<file path="src/hw/rtl/sparse_markov_chain_sampler_defines.svh">
// assertion macros shared by the rtl
`ifndef SPARSE_MARKOV_CHAIN_SAMPLER_DEFINES_SVH
`define SPARSE_MARKOV_CHAIN_SAMPLER_DEFINES_SVH

// same-cycle implication, checked outside reset
`define SMCS_ASSERT_IMP(label, ante, cons) \
    label: assert property (@(posedge i_clk) disable iff (!i_rst_n) (ante) |-> (cons)) \
        else $error("smcs assertion failed");

// next-cycle implication, checked outside reset
`define SMCS_ASSERT_NXT(label, ante, cons) \
    label: assert property (@(posedge i_clk) disable iff (!i_rst_n) (ante) |=> (cons)) \
        else $error("smcs assertion failed");

`endif

</file>
<file path="src/hw/rtl/smcs_mul.sv">
`default_nettype none
module smcs_mul (
    input  wire logic        i_clk,
    input  wire logic [31:0] i_a,
    input  wire logic [31:0] i_b,
    output logic      [63:0] o_p
);
    always_ff @(posedge i_clk) begin
        o_p <= 64'(i_a) * 64'(i_b);
    end
endmodule
`default_nettype wire

</file>
<file path="config.mk">
export PLATFORM = sky130hd
export DESIGN_NAME = smcs_mul
export DESIGN_NICKNAME = d
export VERILOG_FILES = /design/src/hw/rtl/sparse_markov_chain_sampler_defines.svh /design/src/hw/rtl/smcs_mul.sv
export SDC_FILE = /design/constraint.sdc
export NUM_CORES = 2
export LEC_CHECK = 0
export ABC_AREA = 1
export BUFFER_PORTS_ARGS = -buffer_cell sky130_fd_sc_hd__buf_4
export CORE_MARGIN = 1.5
export CORE_UTILIZATION = 60
export DETAILED_ROUTE_END_ITERATION = 6
export PLACE_DENSITY = 0.77
export SLEW_MARGIN = 20
export SYNTH_ARGS = -nofsm -noshare
export SYNTH_HDL_FRONTEND = slang
export SYNTH_SLANG_ARGS = --single-unit
</file>
<file path="constraint.sdc">
create_clock -name i_clk -period 19 [get_ports i_clk]
set_input_delay 1.9 -clock i_clk [delete_from_list [all_inputs] [get_ports i_clk]]
set_output_delay 1.9 -clock i_clk [all_outputs]
set_load 0.005 [all_outputs]
</file>
==> metrics.md <==
| Metric | Value |
|---|---|
| Distinct cells, synth | 23 |
| Global Route met2 Usage | 56.68% |
| Share of the synthesized area in the top cell type | 47.96% |
| WL per Instance | 16.80 um |
| Final Hold Viols | 0 |
| Buffers on Ports | 128 |
| Critical path data arrival time | 8.50 ns |
| Final Max Slew Viols | 0 |
| Met3 Track Usage GR | 3.852% |
| CTS max path bufs | 2 |
| CTS-repair resized insts | 0 |
| Biggest register | o_p |
| Total Routing Usage GR | 32.82% |
| H-tree levels | 3 |
| First-pass GRT wire length | 164200 um |
| Post-CTS Hold Buffers | 0 |
| Top Registers | o_p (64) |
| Synth Net Count | 6247 |
| Initial DRC Count | 2154 |
| Cell taking the most area after synthesis | fa_1 |
| Nets | 6194 |
| Number of synthesis warnings | 0 |
| Vias in the first global route | 32210 |
| Root Buffer | clkbuf_16 |
| Die width | 252.7 um |
| Worst Hold Class | primary input to register |
| Max FFs per register | 64 |
| Crit Path Max Fanout | 32 |
| CTS tree | yes |
| Dpl hpwl | 81520 um |
| Layout area overhead | 4.188% |
| Rel. slew slack | 64.66% |
| Met1 Use GR | 41.77% |
| CP required | 19.21 ns |
| Initial Util | 60.61% |
| Largest cells by area after synthesis | fa_1, inv_1, nand2_1 |
| Cell row count | 91 |
| Final cycle utilization of the critical path | 43.62% |
| Vias | 29750 |
| Post-CTS Setup Inserts | 0 |
| TNS Setup | 0 ns |
| Final setup violation count | 0 |
| Placement Cell Area | 38690 um2 |
| Die Span Y | 252.7 um |
| Initial antenna violation count | 1 |
| Final WL | 97650 um |
| Diode count | 0 |
| ANT nets after route | 0 |
| Vias/cell | 5.118 |
| Min Hold Slack | 1.995 ns |
| Drt drc | 0 |
| RSZ-0062 raised after global routing | false |
| Cell count after synthesis | 5023 |
| FMAX | 0.1207 GHz |
| TritonCTS buffer count | 9 |
| Sequential share of the synthesized area | 3.426% |
| Filler Cells Inserted | 5590 |
| Fin crit period | 8.288 ns |
| Status | complete, no violations |
| Setup crit start kind | primary input |
| Worst Tran Pin Value | 0.5301 ns |
| Clock slew at reported path FFs | 0.07 ns |
| Layout Cell Area excl Fill | 38970 um2 |
| Synth Register Bits | 64 |
| Layout Utilization | 63.14% |
| Worst Setup SP | i_a[19] |
| Most used routing layer in global routing | met2 |
| Clk sinks | 64 |
| GPL Wtd Cong | 0.9790 |
| Top Ports | 129 |
| Syn_area_per_cell | 7.446 um2 |
| Core ar. | 61710 um2 |
| Largest net degree at the start of global routing | 33 |
| Pre-Repair DR Iteration Count | 7 |
| Crit path to | o_p[32] |
| Max-cap viol count | 0 |
| Worst setup EP type | register |
| CP Class | primary input to register |
| Layout cells sized above 1 | 4.181% |
| Post-Syn Area | 37400 um2 |
| Final global-route overflow total | 0 |
| Full die area | 63840 um2 |
## how the worst min path moves through the flow
stage / start / endpoint / slack, ns / cells after the start
floorplan: i_b[0] / o_p[0] / 2.00 / 2
global placement: o_p[38] / o_p[38] / 2.28 / 1
detailed placement: o_p[36] / o_p[36] / 2.28 / 1
CTS: i_b[0] / o_p[0] / 2.00 / 3
global route: i_b[0] / o_p[0] / 2.02 / 3
finish: i_b[0] / o_p[0] / 2.00 / 3
## cells in the mapped netlist
master	number
a21oi_1	43
clkbuf_1	192
dfxtp_1	64
fa_1	896
ha_1	263
inv_1	1723
inv_2	12
nand2_1	1566
nand2_2	15
nand3_1	56
nand3_2	9
nand4_1	16
nor2_1	81
nor2_2	14
nor2_4	6
nor3_1	11
nor3_2	6
nor3_4	1
o21ai_0	2
o21bai_1	11
o21bai_2	1
xnor2_1	2
xor2_1	33
## layer usage
| metal | wire [um] | part of all wire (%) |
|---|---|---|
| met5 | 9 | 0.0092 |
| met1 | 37360 | 38 |
| met4 | 4581 | 4.7 |
| met3 | 6587 | 6.7 |
| met2 | 49120 | 50 |
## cell usage in the layout, fill, tap and decap left out, types with 9 or more instances in the layout
cell and n:
inv_1 1723, nand2_1 1566, fa_1 896, ha_1 263, buf_4 128, nor2_1 81, dfxtp_1 64, nand3_1 56
a21oi_1 43, xor2_1 33, nand4_1 16, nand2_2 15, nor2_2 14, inv_2 12, nor3_1 11, o21bai_1 11
nand3_2 9, clkbuf_16 9
## area by class of cell
class	count	area (um2)	area share, %
clock buffer	9	225.2	0.5780
clock inverter	7	53.80	0.1381
multi-input combinational	3032	28890	74.13
inverter	1735	6513	16.71
tap	837	1047	2.688
sequential	64	1281	3.288
timing repair buffer	128	960.9	2.466
## through the flow
step | setup slack (ns) | instances
2_1_floorplan | 11.29 | 5023
3_3_place_gp | 10.40 | 5796
3_5_place_dp | 10.40 | 5796
4_1_cts | 10.73 | 5812
5_1_grt | 10.57 | 5812
6_report | 10.71 | 5812
## worst max-delay path: stages
cell and delay [ns]:
buf_4 0.41, nand2_1 0.12, inv_1 0.10, fa_1 0.45, fa_1 0.56, inv_1 0.06, fa_1 0.50, fa_1 0.53
inv_1 0.06, fa_1 0.55, fa_1 0.43, fa_1 0.56, fa_1 0.45, ha_1 0.48, nand2_1 0.14, nor2_1 0.22
inv_2 0.09, nor2_4 0.12, inv_2 0.07, o21bai_2 0.16, inv_1 0.05, nand2_1 0.12, xor2_1 0.34
## cells by family after synthesis
family / share of synthesized area (%)
xor gates and xnor gates: 0.8196
adders and majority gates: 56.76
and+or+nand+nor: 18.80
DFF: 3.426
AOI/OAI and AO/OA: 0.8531
buffers and inverters: 19.34
Power is left out: the tool's default activity adds up to more than one toggle a clock period on the data nets, which glitch-free logic cannot reach.
